**config.mk**
```make
export PLATFORM = sky130hd
export DESIGN_NAME = heisenberg_matrix_element_generator
export DESIGN_NICKNAME = d
export VERILOG_FILES = /design/src/rtl/hmeg_pkg.sv /design/src/rtl/hmeg_ctrl.sv /design/src/rtl/hmeg_dp.sv /design/src/rtl/heisenberg_matrix_element_generator.sv
export SDC_FILE = /design/constraint.sdc
export NUM_CORES = 1
export LEC_CHECK = 0
export BUFFER_PORTS_ARGS = -buffer_cell sky130_fd_sc_hd__clkbuf_2
export CAP_MARGIN = 20
export CORE_ASPECT_RATIO = 2
export CORE_MARGIN = 5
export CORE_UTILIZATION = 67
export DETAILED_ROUTE_END_ITERATION = 10
export PLACE_DENSITY = 0.85
export SLEW_MARGIN = 5
export SYNTH_ARGS = -nofsm -noshare
export SYNTH_HDL_FRONTEND = slang
export SYNTH_SLANG_ARGS = --single-unit
```
**constraint.sdc**
```tcl
create_clock -name clk_i -period 7.02 [get_ports clk_i]
set_input_delay 0.702 -clock clk_i [delete_from_list [all_inputs] [get_ports clk_i]]
set_output_delay 0.702 -clock clk_i [all_outputs]
set_load 0.01 [all_outputs]
```
**src/rtl/hmeg_pkg.sv**
```systemverilog
// Shared types and constants of the Heisenberg matrix element generator.
package hmeg_pkg;

  localparam int StateW   = 16;
  localparam int SiteW    = 4;
  localparam int CoupW    = 16;
  localparam int DeltaW   = 17;
  localparam int SiteCntW = 5;
  localparam int BondCntW = 6;
  localparam int SlotW    = 5;
  localparam int CfgW     = 6;

  typedef enum logic {
    REQ_LOAD = 1'b0,
    REQ_GEN  = 1'b1
  } req_e;

  typedef enum logic {
    REG_SITE_COUNT = 1'b0,
    REG_BOND_COUNT = 1'b1
  } reg_e;

  // controller to datapath
  typedef struct packed {
    logic load_we;
    logic gen_start;
    logic rd_en;
    logic eval;
    logic second;
    logic flush;
  } cmd_t;

  // datapath to controller
  typedef struct packed {
    logic                need_second;
    logic [BondCntW-1:0] bond_cnt;
  } status_t;

endpackage

```
**src/rtl/hmeg_ctrl.sv**
```systemverilog
// Sequencer that walks the bond table for one generate item.
module hmeg_ctrl #(
  parameter int MAX_BONDS = 32,
  localparam int AddrW = (MAX_BONDS > 1) ? $clog2(MAX_BONDS) : 1
) (
  input  logic                clk_i,
  input  logic                rst_ni,
  input  logic                start_i,
  input  logic                req_type_i,
  input  hmeg_pkg::status_t   status_i,
  output hmeg_pkg::cmd_t      cmd_o,
  output logic [AddrW-1:0]    addr_o,
  output logic                busy_o
);

  typedef enum logic [1:0] {
    ST_IDLE,
    ST_WALK,
    ST_SECOND
  } state_e;

  state_e                        state_q;
  logic [hmeg_pkg::BondCntW-1:0] idx_q;
  logic                          rv_q;   // read register holds a fetched entry
  logic                          issue;
  logic                          accept;

  assign busy_o = (state_q != ST_IDLE);
  assign accept = start_i && (state_q == ST_IDLE);
  assign issue  = (state_q == ST_WALK) && (idx_q < status_i.bond_cnt);
  assign addr_o = idx_q[AddrW-1:0];

  always_comb begin
    cmd_o           = '0;
    cmd_o.load_we   = accept && (req_type_i == hmeg_pkg::REQ_LOAD);
    cmd_o.gen_start = accept && (req_type_i == hmeg_pkg::REQ_GEN);
    cmd_o.rd_en     = issue;
    cmd_o.eval      = (state_q == ST_WALK) && rv_q;
    cmd_o.second    = (state_q == ST_SECOND);
    cmd_o.flush     = (state_q == ST_WALK) && !rv_q && !issue;
  end

  always_ff @(posedge clk_i or negedge rst_ni) begin
    if (!rst_ni) begin
      state_q <= ST_IDLE;
      idx_q   <= '0;
      rv_q    <= 1'b0;
    end else begin
      unique case (state_q)
        ST_IDLE: begin
          if (accept && (req_type_i == hmeg_pkg::REQ_GEN)) begin
            state_q <= ST_WALK;
            idx_q   <= '0;
            rv_q    <= 1'b0;
          end
        end
        ST_WALK: begin
          // entry held in the read register is evaluated while the next one is read
          if (rv_q && status_i.need_second) begin
            state_q <= ST_SECOND;
          end else if (!rv_q && !issue) begin
            state_q <= ST_IDLE;
          end
          if (issue) begin
            idx_q <= idx_q + 1'b1;
          end
          rv_q <= issue;
        end
        ST_SECOND: begin
          state_q <= ST_WALK;
        end
        default: begin
          state_q <= ST_IDLE;
        end
      endcase
    end
  end

endmodule

```
**src/rtl/hmeg_dp.sv**
```systemverilog
// Datapath: configuration, bond table, element evaluation and result staging.
module hmeg_dp #(
  parameter int MAX_SITES = 16,
  parameter int MAX_BONDS = 32,
  localparam int AddrW = (MAX_BONDS > 1) ? $clog2(MAX_BONDS) : 1
) (
  input  logic                                clk_i,
  input  logic                                rst_ni,
  input  hmeg_pkg::cmd_t                      cmd_i,
  input  logic [AddrW-1:0]                    addr_i,
  input  logic                                cfg_we_i,
  input  logic                                cfg_idx_i,
  input  logic [hmeg_pkg::CfgW-1:0]           cfg_wdata_i,
  input  logic [hmeg_pkg::StateW-1:0]         basis_state_i,
  input  logic [hmeg_pkg::SiteW-1:0]          site_i,
  input  logic [hmeg_pkg::SlotW-1:0]          bond_slot_i,
  input  logic [hmeg_pkg::SiteW-1:0]          bond_first_site_i,
  input  logic [hmeg_pkg::SiteW-1:0]          bond_second_site_i,
  input  logic signed [hmeg_pkg::CoupW-1:0]   bond_coupling_i,
  output hmeg_pkg::status_t                   status_o,
  output logic                                out_valid_o,
  output logic [hmeg_pkg::StateW-1:0]         row_o,
  output logic [hmeg_pkg::StateW-1:0]         column_o,
  output logic signed [hmeg_pkg::DeltaW-1:0]  delta_o,
  output logic                                last_o
);

  localparam int SiteLim = (MAX_SITES < hmeg_pkg::StateW) ? MAX_SITES : hmeg_pkg::StateW;

  typedef struct packed {
    logic [hmeg_pkg::SiteW-1:0] first;
    logic [hmeg_pkg::SiteW-1:0] second;
    logic [hmeg_pkg::CoupW-1:0] coup;
  } entry_t;

  logic [hmeg_pkg::SiteCntW-1:0]     site_cnt_q;
  logic [hmeg_pkg::BondCntW-1:0]     bond_cnt_q;
  logic [hmeg_pkg::BondCntW-1:0]     bond_cnt_lim;
  logic [hmeg_pkg::SiteCntW-1:0]     site_n;
  logic [hmeg_pkg::StateW-1:0]       mask_d;

  entry_t                            mem [MAX_BONDS];
  entry_t                            rd_q;

  logic [hmeg_pkg::StateW-1:0]       st_q;
  logic [hmeg_pkg::StateW-1:0]       mask_q;
  logic [hmeg_pkg::SiteW-1:0]        site_q;
  logic signed [hmeg_pkg::DeltaW-1:0] neg_q;

  logic                              match;
  logic                              differ;
  logic                              gen_new;
  logic [hmeg_pkg::StateW-1:0]       flip;
  logic [hmeg_pkg::StateW-1:0]       new_col;
  logic signed [hmeg_pkg::DeltaW-1:0] j_ext;
  logic signed [hmeg_pkg::DeltaW-1:0] new_delta;

  logic                              pend_valid_q;
  logic [hmeg_pkg::StateW-1:0]       pend_col_q;
  logic signed [hmeg_pkg::DeltaW-1:0] pend_delta_q;
  logic                              out_valid_q;
  logic [hmeg_pkg::StateW-1:0]       row_q;
  logic [hmeg_pkg::StateW-1:0]       col_q;
  logic signed [hmeg_pkg::DeltaW-1:0] delta_q;
  logic                              last_q;
  logic                              emit;

  // configuration
  always_ff @(posedge clk_i or negedge rst_ni) begin
    if (!rst_ni) begin
      site_cnt_q <= hmeg_pkg::SiteCntW'(16);
      bond_cnt_q <= '0;
    end else if (cfg_we_i) begin
      unique case (hmeg_pkg::reg_e'(cfg_idx_i))
        hmeg_pkg::REG_SITE_COUNT: site_cnt_q <= cfg_wdata_i[hmeg_pkg::SiteCntW-1:0];
        hmeg_pkg::REG_BOND_COUNT: bond_cnt_q <= cfg_wdata_i[hmeg_pkg::BondCntW-1:0];
        default: ;
      endcase
    end
  end

  assign bond_cnt_lim = (int'(bond_cnt_q) > MAX_BONDS) ? hmeg_pkg::BondCntW'(MAX_BONDS)
                                                       : bond_cnt_q;
  assign site_n       = (int'(site_cnt_q) > SiteLim) ? hmeg_pkg::SiteCntW'(SiteLim)
                                                     : site_cnt_q;

  always_comb begin
    for (int b = 0; b < hmeg_pkg::StateW; b++) begin
      mask_d[b] = (b < int'(site_n));
    end
  end

  assign status_o.bond_cnt    = bond_cnt_lim;
  assign status_o.need_second = match && differ;

  // bond table, registered read
  always_ff @(posedge clk_i) begin
    if (cmd_i.load_we && (int'(bond_slot_i) < MAX_BONDS)) begin
      mem[bond_slot_i[AddrW-1:0]] <= '{first:  bond_first_site_i,
                                       second: bond_second_site_i,
                                       coup:   bond_coupling_i};
    end
    if (cmd_i.rd_en) begin
      rd_q <= mem[addr_i];
    end
  end

  // element evaluation
  assign match   = (rd_q.first == site_q);
  assign differ  = (st_q[site_q] != st_q[rd_q.second]);
  assign flip    = (st_q ^ (hmeg_pkg::StateW'(1) << site_q)
                         ^ (hmeg_pkg::StateW'(1) << rd_q.second)) & mask_q;
  assign j_ext   = {rd_q.coup[hmeg_pkg::CoupW-1], rd_q.coup};
  assign gen_new = (cmd_i.eval && match) || cmd_i.second;

  always_comb begin
    if (cmd_i.second) begin
      new_col   = st_q;
      new_delta = neg_q;
    end else if (differ) begin
      new_col   = flip;
      new_delta = {rd_q.coup, 1'b0};
    end else begin
      new_col   = st_q;
      new_delta = j_ext;
    end
  end

  always_ff @(posedge clk_i) begin
    if (cmd_i.gen_start) begin
      st_q   <= basis_state_i & mask_d;
      mask_q <= mask_d;
      site_q <= site_i;
    end
    if (cmd_i.eval) begin
      neg_q <= -j_ext;
    end
  end

  // one result is held back until it is known whether another follows
  assign emit = pend_valid_q && (gen_new || cmd_i.flush);

  always_ff @(posedge clk_i or negedge rst_ni) begin
    if (!rst_ni) begin
      pend_valid_q <= 1'b0;
      out_valid_q  <= 1'b0;
    end else begin
      out_valid_q <= emit;
      if (gen_new) begin
        pend_valid_q <= 1'b1;
      end else if (cmd_i.flush) begin
        pend_valid_q <= 1'b0;
      end
    end
  end

  always_ff @(posedge clk_i) begin
    if (emit) begin
      row_q   <= st_q;
      col_q   <= pend_col_q;
      delta_q <= pend_delta_q;
      last_q  <= cmd_i.flush;
    end
    if (gen_new) begin
      pend_col_q   <= new_col;
      pend_delta_q <= new_delta;
    end
  end

  assign out_valid_o = out_valid_q;
  assign row_o       = row_q;
  assign column_o    = col_q;
  assign delta_o     = delta_q;
  assign last_o      = last_q;

endmodule

```
**src/rtl/heisenberg_matrix_element_generator.sv**
```systemverilog
// Top level of the Heisenberg matrix element generator.
// An item is taken when start_i is high and busy_o is low. A load item writes
// one bond table entry in its accept cycle and leaves busy_o low. A generate
// item walks bond_count table entries (at most MAX_BONDS) through the table's
// registered read port, one entry a cycle save where the walk pauses for the
// second result of a matching bond whose spin bits differ (such a bond yields
// two results); busy_o stays high until the walk ends. Results appear on
// out_valid_o for one cycle each and cannot be held off by the receiver; the
// final one, marked by last_o, is on the ports in the first cycle with busy_o
// low, and a generate item with no matching bond gives no result.
module heisenberg_matrix_element_generator #(
  parameter int MAX_SITES = 16,
  parameter int MAX_BONDS = 32
) (
  input  logic                                clk_i,
  input  logic                                rst_ni,
  input  logic                                start_i,
  output logic                                busy_o,
  input  logic                                req_type_i,
  input  logic [hmeg_pkg::StateW-1:0]         basis_state_i,
  input  logic [hmeg_pkg::SiteW-1:0]          site_i,
  input  logic [hmeg_pkg::SlotW-1:0]          bond_slot_i,
  input  logic [hmeg_pkg::SiteW-1:0]          bond_first_site_i,
  input  logic [hmeg_pkg::SiteW-1:0]          bond_second_site_i,
  input  logic signed [hmeg_pkg::CoupW-1:0]   bond_coupling_i,
  input  logic                                cfg_we_i,
  input  logic                                cfg_idx_i,
  input  logic [hmeg_pkg::CfgW-1:0]           cfg_wdata_i,
  output logic                                out_valid_o,
  output logic [hmeg_pkg::StateW-1:0]         row_o,
  output logic [hmeg_pkg::StateW-1:0]         column_o,
  output logic signed [hmeg_pkg::DeltaW-1:0]  delta_o,
  output logic                                last_o
);

  localparam int AddrW = (MAX_BONDS > 1) ? $clog2(MAX_BONDS) : 1;

  hmeg_pkg::cmd_t    cmd;
  hmeg_pkg::status_t status;
  logic [AddrW-1:0]  addr;

  hmeg_ctrl #(
    .MAX_BONDS (MAX_BONDS)
  ) u_ctrl (
    .clk_i      (clk_i),
    .rst_ni     (rst_ni),
    .start_i    (start_i),
    .req_type_i (req_type_i),
    .status_i   (status),
    .cmd_o      (cmd),
    .addr_o     (addr),
    .busy_o     (busy_o)
  );

  hmeg_dp #(
    .MAX_SITES (MAX_SITES),
    .MAX_BONDS (MAX_BONDS)
  ) u_dp (
    .clk_i              (clk_i),
    .rst_ni             (rst_ni),
    .cmd_i              (cmd),
    .addr_i             (addr),
    .cfg_we_i           (cfg_we_i),
    .cfg_idx_i          (cfg_idx_i),
    .cfg_wdata_i        (cfg_wdata_i),
    .basis_state_i      (basis_state_i),
    .site_i             (site_i),
    .bond_slot_i        (bond_slot_i),
    .bond_first_site_i  (bond_first_site_i),
    .bond_second_site_i (bond_second_site_i),
    .bond_coupling_i    (bond_coupling_i),
    .status_o           (status),
    .out_valid_o        (out_valid_o),
    .row_o              (row_o),
    .column_o           (column_o),
    .delta_o            (delta_o),
    .last_o             (last_o)
  );

endmodule
```
==> impl_metrics.env, run 1 <==
export IMPL_status="finished, final reports clean"
export IMPL_path_clk_slew_ns=0.08
export IMPL_clockRootBuffer="clkbuf_16"
export IMPL_r2r_setup_slack_ns=3.21
export IMPL_endpoint_kind="flop"
export IMPL_seq_power_share=0.468
export IMPL_finalSetupViolations=0
export IMPL_hold_buffers=0
export IMPL_ys_seq_area_frac=0.7619
export IMPL_yosysUniqueCellTypes=53
export IMPL_cts_resized=0
export IMPL_yosys_register_bits=950
export IMPL_die_w_um=176.8
export IMPL_setup_worst_path_start_class="flop"
export IMPL_cts_buffer_depth=3
export IMPL_setup_tns_ns=0
export IMPL_gr_total_overflow=0
export IMPL_p_leak_uw=0.01317
export IMPL_maxCapViolCount=0
export IMPL_syn_num_nets=1789
export IMPL_period_share=0.5425
export IMPL_dp_hpwl_um=51210
export IMPL_crit_path_cell_trace="buf_4 -> buf_4 -> mux4_2 -> mux4_2 -> mux2_2"
export IMPL_drive_above_1_share=0.3198
export IMPL_rows=122
export IMPL_die_h_um=343.7
export IMPL_fin_skew_ns=0.02294
export IMPL_final_cell_mix="edfxtp_1 (928), mux4_2 (246), clkbuf_2 (112)"
export IMPL_grt_pass1_wl_um=137400
export IMPL_cts_num_sinks=950
export IMPL_p_sw_uw=4272
export IMPL_p_int_uw=10770
export IMPL_cp_arrival_ns=4.20
export IMPL_antenna_found_initial=3
export IMPL_ys_async_sr_fraction=0.02316
export IMPL_insertion_delay_ns=0.62
export IMPL_track_usage=0.3231
export IMPL_area_growth_pct=11.21
export IMPL_routed_wirelength_um=96520
export IMPL_relSlewSlack=0.2472
export IMPL_gp_congestion=0.8979
export IMPL_max_slew_worst_pin_slew_ns=1.129
export IMPL_vdd_drop_max_mv=0.4265
export IMPL_drt_iter0_drc=2920
export IMPL_r2r_start="u_ctrl.idx_q[1]"
export IMPL_drcViolationCount=0
export IMPL_grt_max_degree=129
export IMPL_finalCriticalPeriod_ns=3.808
export IMPL_rr_worst_depth=5
export IMPL_drv_slew=0
export IMPL_p_sw_frac=0.2840
export IMPL_mostFrequentLayoutCell="edfxtp_1"
export IMPL_synth_area_mm2=0.03730
export IMPL_required_ns=7.41
export IMPL_coreArea_mm2=0.05526
export IMPL_grt_pass1_vias=19700
export IMPL_crit_type="reg -> reg"
export IMPL_rsz0062_at_grt="false"
export IMPL_synth_edff_count=928
export IMPL_ys_flop_type="edfxtp_1"
export IMPL_ant_nets=0
export IMPL_fmax_mhz=262.6
export IMPL_power_density_mw_per_mm2=362.7
export IMPL_yosysWarnings=0
export IMPL_comb_power_share=0.254
export IMPL_cts_htree_levels=3
export IMPL_min_path_type="in -> async"
export IMPL_portBuffers=112
export IMPL_final_util=0.7507
export IMPL_cp_slowest_cell="dfrtp_4"
export IMPL_finalHoldViolations=0
export IMPL_cp_slowest_stage_delay_ns=0.79
export IMPL_cts_buffers=74
export IMPL_crit_start="u_ctrl.idx_q[1]"
export IMPL_initial_core_util=0.6750
export IMPL_routed_via_count=19170
export IMPL_cts_setup_buffers=0
export IMPL_wl_per_cell_um=36.15
export IMPL_clkPwrFrac=0.278
export IMPL_die_area_mm2=0.06078
export IMPL_viasPerCell=7.179
export IMPL_firstDrtPassIters=7
export IMPL_tritoncts="built"
export IMPL_syn_area_per_cell_um2=21.67
export IMPL_nets=1935
export IMPL_ioPinCount=113
export IMPL_path_max_fanout=51
export IMPL_synthCells=1721
[final timing paths]
check | to
max | u_dp.j_ext[3]
min | u_dp.out_valid_o
max reg2reg | u_dp.j_ext[3]
min reg2reg | u_dp.delta_o[5]
max in group asynchronous | u_ctrl.idx_q[1]
min in group clk_i | u_dp.site_q[2]
[flip-flops by register name, indices dropped and copies added, names as in the netlist, 17 cells and up]
signal and count:
u_dp.delta_o 17, u_dp.neg_q 17, u_dp.pend_delta_q 17, u_dp.mem 768
[cell type report]
| class | instances | area, um^2 |
|---|---|---|
| inverter | 14 | 53.80 |
| antenna | 3 | 7.507 |
| clock inverter | 43 | 386.6 |
| fill | 2766 | 13780 |
| timing repair buffer | 162 | 1039 |
| clock buffer | 89 | 1971 |
| tap | 744 | 930.9 |
| sequential | 950 | 28430 |
| multi-input combinational | 665 | 8666 |
[power groups by stage]
stage | Combinational, uW | Clock [uW] | Sequential, uW
floorplan | 2960 | 0 | 6900
finish | 3820 | 4180 | 7050
global placement | 3550 | 0 | 7130
global route | 4020 | 4470 | 7060
detailed placement | 3680 | 0 | 7150
CTS | 3790 | 4200 | 7030
[synth_stat cells, drive strengths merged, types with 3 or more instances]
cell type,count,share of area
buf,36,0.0055
nand2b,22,0.0037
dfrtp,21,0.014
and2,18,0.0030
nor2b,7,0.0012
clkbuf,56,0.0056
nand4,5,0.0014
or2,6,0.0010
mux2i,17,0.0046
edfxtp,928,0.75
nand2,81,0.0082
nand3,12,0.0016
mux2,35,0.011
nor2,48,0.0048
nand4b,8,0.0019
nor4,3,0.00050
nor4b,8,0.0019
xnor2,27,0.0068
nor4bb,12,0.0032
a21o,6,0.0012
xor2,7,0.0016
o31ai,16,0.0046
nand3b,4,0.00091
ha,7,0.0023
a21oi,7,0.00094
inv,13,0.0013
a31o,3,0.00070
nor3,7,0.00094
or3,3,0.00050
o21ai,36,0.0048
mux4,248,0.15
[cells by family (layout without fill, tap and decap cells)]
group | Yosys count | count (layout) | synth area share
AO/OA/AOI/OAI | 76 | 76 | 0.01412
multiplexers | 300 | 300 | 0.1651
flip-flops | 950 | 950 | 0.7619
buffers and inverters | 106 | 308 | 0.01255
XOR/XNOR | 34 | 34 | 0.008487
adder cells (fa/ha/maj) | 7 | 7 | 0.002348
other | 0 | 3 | 0
AND/OR/NAND/NOR | 248 | 248 | 0.03556
[worst max-delay path, delay by kind of cell, from the launching register on]
kind                   cells  cell delay [ns]
multiplexers               3             1.26
buffers and inverters      2             1.45
flip-flops                 1             0.79
[metal layers]
metal | GRT usage | vias up | share of wire
li1 | - | 7385 | -
met1 | 0.3851 | 9752 | 0.31
met2 | 0.5547 | 1656 | 0.52
met3 | 0.06289 | 374 | 0.10
met4 | 0.1822 | 0 | 0.070
met5 | 0 | - | 0
[through the flow]
| stage | instance area [um^2] | setup slack (ns) | hold slack [ns] | cells | power (uW) |
|---|---|---|---|---|---|
| 2_1_floorplan | 37300 | 3.242 | 0.4003 | 1721 | 9860 |
| 3_3_place_gp | 38970 | 3.368 | 0.4017 | 2528 | 10680 |
| 3_5_place_dp | 39050 | 3.293 | 0.4045 | 2532 | 10830 |
| 4_1_cts | 41410 | 3.219 | 0.06144 | 2664 | 15030 |
| 5_1_grt | 41480 | 3.150 | 0.1082 | 2669 | 15550 |
| 6_report | 41480 | 3.212 | 0.07336 | 2670 | 15040 |
Power figures use the tool's default switching activity.
==> inputs of run 2 (changes only) <==
--- a/config.mk
+++ b/config.mk
@@ -9,9 +9,9 @@
 export CAP_MARGIN = 20
 export CORE_ASPECT_RATIO = 2
 export CORE_MARGIN = 5
-export CORE_UTILIZATION = 67
+export CORE_UTILIZATION = 56
 export DETAILED_ROUTE_END_ITERATION = 10
-export PLACE_DENSITY = 0.85
+export PLACE_DENSITY = 0.76
 export SLEW_MARGIN = 5
 export SYNTH_ARGS = -nofsm -noshare
 export SYNTH_HDL_FRONTEND = slang
==> constraint.sdc (replaced) <==
create_clock -name clk_i -period 3.2 [get_ports clk_i]
set_input_delay 0.32 -clock clk_i [delete_from_list [all_inputs] [get_ports clk_i]]
set_output_delay 0.32 -clock clk_i [all_outputs]
set_load 0.01 [all_outputs]
==> run 2 against run 1 <==
Net effect: first-iteration DRC count shrank 24%; worst hold slack lost 0.067 ns; count of clock-buffer cells in the layout grew 9; via count shrank 3.7%; sequential share of layout area shrank 1.9 points; setup slack lost 2.9 ns; final cell count grew 8.3%; combinational power grew 120%; critical endpoint is now u_dp.column_o[1]; largest power group unchanged; highest routed layer is now met5.
==> impl_metrics.env, run 2 (synthesized netlist as in run 1, its figures left out) <==
export IMPL_finalCriticalPeriod_ns=2.900
export IMPL_period_share=0.9062
export IMPL_clockRootBuffer="clkbuf_16"
export IMPL_crit_type="reg -> reg"
export IMPL_p_sw_frac=0.2738
export IMPL_cpLargestDelayFamily="compound AO/OA/AOI/OAI gates"
export IMPL_rows=134
export IMPL_dp_cells=2721
export IMPL_nets=2012
export IMPL_cp_num_buf_inv=1
export IMPL_portBuffers=112
export IMPL_area_growth_pct=14.39
export IMPL_p_sw_uw=9264
export IMPL_crit_path_cell_trace="inv_1 -> nand2_1 -> ha_1 -> nand3_1 -> o21ai_1 -> a21oi_1 -> nor3_1 -> o21a_4"
export IMPL_viasPerCell=6.381
export IMPL_cts_buffers=80
export IMPL_cts_htree_levels=3
export IMPL_insertion_delay_ns=0.64
export IMPL_firstDrtPassIters=5
export IMPL_die_w_um=192.5
export IMPL_stdcell_count=2892
export IMPL_drt_iter0_drc=2208
export IMPL_fill_cells=4240
export IMPL_vdd_drop_max_mv=0.7216
export IMPL_setup_worst_path_start_class="flop"
export IMPL_cp_slowest_stage_delay_ns=0.63
export IMPL_dp_hpwl_um=51150
export IMPL_rsz0062_at_grt="false"
export IMPL_finalHoldViolations=0
export IMPL_drive_above_1_share=0.3342
export IMPL_required_ns=3.45
export IMPL_final_cell_mix="edfxtp_1 (928), mux4_2 (246), clkbuf_2 (112)"
export IMPL_cts_num_sinks=950
export IMPL_fmax_mhz=344.8
export IMPL_grt_pass1_wl_um=129700
export IMPL_min_path_type="in -> reg"
export IMPL_path_max_fanout=51
export IMPL_power_density_mw_per_mm2=792.9
export IMPL_drv_slew=0
export IMPL_wl_per_cell_um=31.05
export IMPL_cts_setup_buffers=0
export IMPL_diodes=0
export IMPL_grt_pass1_vias=18960
export IMPL_largest_register_ffs=768
export IMPL_seq_power_share=0.452
export IMPL_cp_slowest_cell="o21a_4"
export IMPL_routed_via_count=18450
export IMPL_ioPinCount=113
export IMPL_cp_arrival_ns=3.15
export IMPL_track_usage=0.2523
export IMPL_ant_nets=0
export IMPL_cts_resized=0
export IMPL_comb_power_share=0.251
export IMPL_initial_core_util=0.5618
export IMPL_r2r_setup_slack_ns=0.30
export IMPL_relSlewSlack=0.3084
export IMPL_status="finished, final reports clean"
export IMPL_die_h_um=375.0
export IMPL_routed_wirelength_um=89800
export IMPL_p_int_uw=24570
export IMPL_grt_max_degree=114
export IMPL_fin_skew_ns=0.02167
export IMPL_die_area_mm2=0.07218
export IMPL_tritoncts="built"
export IMPL_drcViolationCount=0
export IMPL_max_slew_worst_pin_slew_ns=1.037
export IMPL_finalSetupViolations=0
export IMPL_path_clk_slew_ns=0.06
export IMPL_coreArea_mm2=0.06639
export IMPL_mostFrequentLayoutCell="edfxtp_1"
export IMPL_cts_buffer_depth=3
export IMPL_gr_total_overflow=0
export IMPL_endpoint_kind="flop"
export IMPL_setup_tns_ns=0
export IMPL_clkPwrFrac=0.297
export IMPL_maxCapViolCount=0
export IMPL_antenna_found_initial=3
export IMPL_final_util=0.6426
export IMPL_p_leak_uw=0.01368
export IMPL_gp_congestion=0.8600
-- run 2: cell types whose count changed in the layout (fill, tap and decap cells not counted), sizes merged, moves of 4 or more --
cell | before | now
buf | 50 | 96
dlygate4sd3 | 0 | 25
clkbuf | 201 | 210
clkinv | 32 | 26
bufinv | 6 | 11
inv | 15 | 19
-- run 2: power by group through the flow --
stage | Combinational (uW) | Clock, uW | Sequential (uW)
after floorplan | 6500 | 0 | 15100
after global placement | 8290 | 0 | 15500
after detailed placement | 8430 | 0 | 15500
after CTS | 8580 | 10200 | 15300
after global routing | 9060 | 10700 | 15300
final | 8490 | 10000 | 15300
-- run 2: layer usage --
metal | track usage | wire length (um) | up-vias
li1 | - | - | 7556
met1 | 0.3232 | 30410 | 9596
met2 | 0.4341 | 47460 | 1070
met3 | 0.04163 | 7885 | 229
met4 | 0.09723 | 4036 | 2
met5 | 0 | 7 | -
-- run 2: repair_timing --
action,4_1_cts,5_1_grt
hold buffers,25,0
hold endpoints to repair,50,0
setup endpoints to repair,0,2
-- run 2: metrics by stage --
stage          cell area [um^2]  setup slack (ns)  hold WS, ns  power [uW]
2_1_floorplan             37310            0.1661      0.02441       21630
5_1_grt                   42670           0.02265    0.0008526       35110
3_5_place_dp              39730            0.2754       0.3451       23970
6_report                  42670            0.3001     0.006634       33830
4_1_cts                   42670            0.2676     0.002917       34040
3_3_place_gp              39730            0.3956       0.3344       23800
-- run 2: cell type report --
| class | count | area, um^2 | area share |
|---|---|---|---|
| multi-input combinational | 665 | 8672 | 0.2032 |
| inverter | 14 | 55.05 | 0.001290 |
| sequential | 950 | 28430 | 0.6663 |
| clock buffer | 98 | 2153 | 0.05047 |
| clock inverter | 48 | 534.3 | 0.01252 |
| tap | 884 | 1106 | 0.02592 |
| timing repair buffer | 233 | 1719 | 0.04029 |
-- run 2: final timing paths --
path | startpoint | endpoint | cells past startpoint
setup / recovery | u_dp.bond_cnt_q[5] | u_dp.column_o[1] | 8
hold / removal | basis_state_i[10] | u_dp.st_q[10] | 2
setup reg to reg | u_dp.bond_cnt_q[5] | u_dp.column_o[1] | 8
hold reg to reg | u_dp.pend_delta_q[14] | u_dp.delta_o[14] | 0
max in group asynchronous | rst_ni | u_ctrl.idx_q[1] | 2
min in group asynchronous | rst_ni | u_dp.site_cnt_q[3] | 2
